==> config.mk <==
export PLATFORM = sky130hd
export DESIGN_NAME = tso_ram
export DESIGN_NICKNAME = d
export VERILOG_FILES = /design/src/rtl/core/tso_ram.sv
export SDC_FILE = /design/constraint.sdc
export NUM_CORES = 1
export LEC_CHECK = 0
export BUFFER_PORTS_ARGS = -buffer_cell sky130_fd_sc_hd__buf_4
export CAP_MARGIN = 20
export CORE_ASPECT_RATIO = 1.1
export CORE_MARGIN = 3
export CORE_UTILIZATION = 50
export DETAILED_ROUTE_END_ITERATION = 10
export PLACE_DENSITY = 0.67
export RECOVER_POWER = 25
export SETUP_SLACK_MARGIN = 0.1
export SYNTH_ARGS = -nofsm -noshare
export SYNTH_HDL_FRONTEND = slang
export SYNTH_SLANG_ARGS = --single-unit
export TNS_END_PERCENT = 50
==> constraint.sdc <==
create_clock -name clk -period 1.8 [get_ports clk]
set_input_delay 0.09 -clock clk [delete_from_list [all_inputs] [get_ports clk]]
set_output_delay 0.09 -clock clk [all_outputs]
set_load 0.1 [all_outputs]
==> src/rtl/core/tso_ram.sv <==
// Generic single-port-write, one-read RAM with registered read data.
module tso_ram #(
	parameter int WIDTH = 8,
	parameter int DEPTH = 16
) (
	input  logic                     clk,
	input  logic                     we,
	input  logic [$clog2(DEPTH)-1:0] waddr,
	input  logic [WIDTH-1:0]         wdata,
	input  logic [$clog2(DEPTH)-1:0] raddr,
	output logic [WIDTH-1:0]         rdata
);
	logic [WIDTH-1:0] mem_q [DEPTH];

	always_ff @(posedge clk) begin
		if (we) begin
			mem_q[waddr] <= wdata;
		end
		rdata <= mem_q[raddr];
	end
endmodule

==> impl_results.md <==
- Status: finished clean
- Worst hold-check path type: in -> reg
- Routed wire length: 9740 microns
- WP data arrival: 1760 ps
- Final nets: 312
- Total track usage: 18.7%
- Critical-path maximum fanout: 1
- Chip Width: 103 microns
- Minimum clock period: 1350 ps
- # rows: 38
- Core Area: 0.00994 sq mm
- Die area: 0.0115 sq mm
- Post-synth top area cell: edfxtp_1
- Actual slew at the worst max-slew pin: 654 ps
- Post_cts resized: 0
- Residual DRC: 0
- Setup_tns: 0 ps
- Wire per inst: 22.8 microns
- Post-Syn Area: 0.00515 sq mm
- Pleak: 0.00214 uW
- Max-cap violation count: 0
- Root Buffer: clkbuf_8
- Final hold slack: 94.9 ps
- Final setup violation count: 0
- Worst skew pair latency: 520 ps
- DR pass1 iterations: 4
- Worst rel slew slack: 56.4%
- Vias: 2453
- Main flop type after synthesis: edfxtp_1
- VDD IR max: 0.000603 V
- Via density: 5.73
- CTS tree: done
- Post-synth EDFFs: 128
- Clock slew at reported path FFs: 60 ps
- Placer Congestion: 0.780
- Largest net degree at the start of global routing: 17
- Routed Antenna Nets: 0
- Clock Skew: 5.12 ps
- Syn_nets: 247
- Die Ht: 112 microns
- Top cells by area, synth: edfxtp_1, mux4_2, mux4_1
- Power, Total: 7610 uW
- Unrepaired setup endpoints after global routing: no
- Min-Delay Startpoint: waddr[1]
- Clock Sinks: 136
- Async set or reset register ratio after synthesis: 0%
- Reg2Reg Setup Slack: 450 ps
- Synth Area per Inst: 22.5 sq um
- Post-DP HPWL: 6090 microns
- Maximum clock path buffer count: 2
- Global-route wire length before repair: 14900 microns
- R2R depth: 3
- R2r endpoint: rdata[2]
- TritonCTS Buffers: 17
- Initial antenna violation count: 1
- Kind of critical path: reg -> reg
- Io pins: 26
- Crit path cell chain: mux4_1 -> a22oi_1 -> nand2_1
- CP peak stage delay: 510 ps
- Hold Path Depth: 3
- Register area share after synthesis: 77.8%
- Max-slew violations: 0
- H-tree depth: 4
- Syn. warnings: 0
- IO buf count: 25
- Synth top cells by count: edfxtp_1, mux4_2, a22oi_1
- Synthesized flop and latch total: 136
- Synthesized instance count: 229
- Worst EP required: 2210 ps
- Starting DRT DRC Count: 193
- Worst hold endpoint: mem_q[0][2]
- Initial cell density of the core: 51.8%
- Fin crit share: 75.2%
- CP Launch Type: register
- Reg2reg start: mem_q[1][2]
- Yosys cell types: 19
- Final hold vios: 0
- Top-count cell post-synth: edfxtp_1
- CP max-delay cell: mux4_1
- Share of cells above drive strength 1: 29.3%
- Area growth syn-to-layout: 21.4%
- Highest Clock Rate: 0.739 GHz
- Fillers: 683
- CP Capture Type: register
- Pwr Density: 1220 mW/mm^2
- Gr ovfl total: 0
- Vias in the first global route: 2555
- Share of the synthesized area in the top cell type: 74.7%
==> where the power goes <==
| group | switching [uW] | internal [uW] | leakage (uW) |
|---|---|---|---|
| Combinational | 337 | 176 | 0.000612 |
| Sequential | 21.0 | 3540 | 0.00122 |
| Clock | 1230 | 2310 | 0.000299 |
==> placed cells by master (no fill, tap or decap), types with 2 or more instances in the layout <==
cell,n
bufinv_16,4
dfxtp_1,8
mux4_2,18
clkinv_2,5
dlygate4sd3_1,8
a22oi_1,16
edfxtp_1,128
buf_4,38
clkbuf_16,16
nand2b_1,2
mux4_1,14
nor3_1,4
nand2_1,9
clkinvlp_4,3
nor2_1,13
clkbuf_8,3
nand3b_1,2
clkbuf_1,9
==> cells by family after synthesis <==
kind of cell    share of synthesized area [%]
compound gates                           2.33
buf+inv                                  1.68
flops                                    77.8
mux                                      15.0
simple gates                             3.18
==> registers in the layout, summed over array words and instances (netlist names) <==
name   count
mem_q    128
rdata      8
==> worst max path at each step <==
stage                       from     endpoint  slack, ps  depth (start not counted)
floorplan               waddr[2]  mem_q[0][0]        220                          2
global placement        raddr[0]     rdata[7]        210                          5
detailed placement      raddr[0]     rdata[6]        190                          5
CTS                  mem_q[1][2]     rdata[2]        420                          3
global route        mem_q[13][6]     rdata[6]        380                          3
finish               mem_q[1][2]     rdata[2]        450                          3
==> per-layer routing <==
metal  wire length [microns]  track usage (%)
met1                    4200             26.7
met2                    4790             27.5
met3                     588             5.53
met4                     165             7.51
met5                       0                0
==> critical path, delay by kind of cell (launching register included) <==
family	cells	cell delay, ps
AOI/OAI and AO/OA	1	290
and+or+nand+nor	1	80
muxes	1	510
DFF	1	370
==> repair_timing <==
item / 4_1_cts / 5_1_grt
buffers inserted: 0 / 0
hold buffers: 8 / 0
endpoints found under the hold margin: 128 / 0
==> stage by stage <==
stage	utilization, %	cell area, sq um	setup WS, ps	std cells
after detailed placement	56.2	5580	189	387
after floorplan	-	5150	217	229
after CTS	63.2	6280	425	427
after global routing	62.9	6250	380	428
final	62.9	6250	447	428
after global placement	56.2	5580	210	387
==> area by class of cell <==
type                    count  area [sq um]  area share [%]
flip-flops and latches    136          4000            64.1
multi-input cells          83          1060            16.9
repair buffers             56           419            6.71
diodes                      1          2.50          0.0400
well taps                 120           150            2.40
clock inverters            13           176            2.82
clock buffers              19           442            7.07
Note: power is estimated with default switching activity, not from simulation.
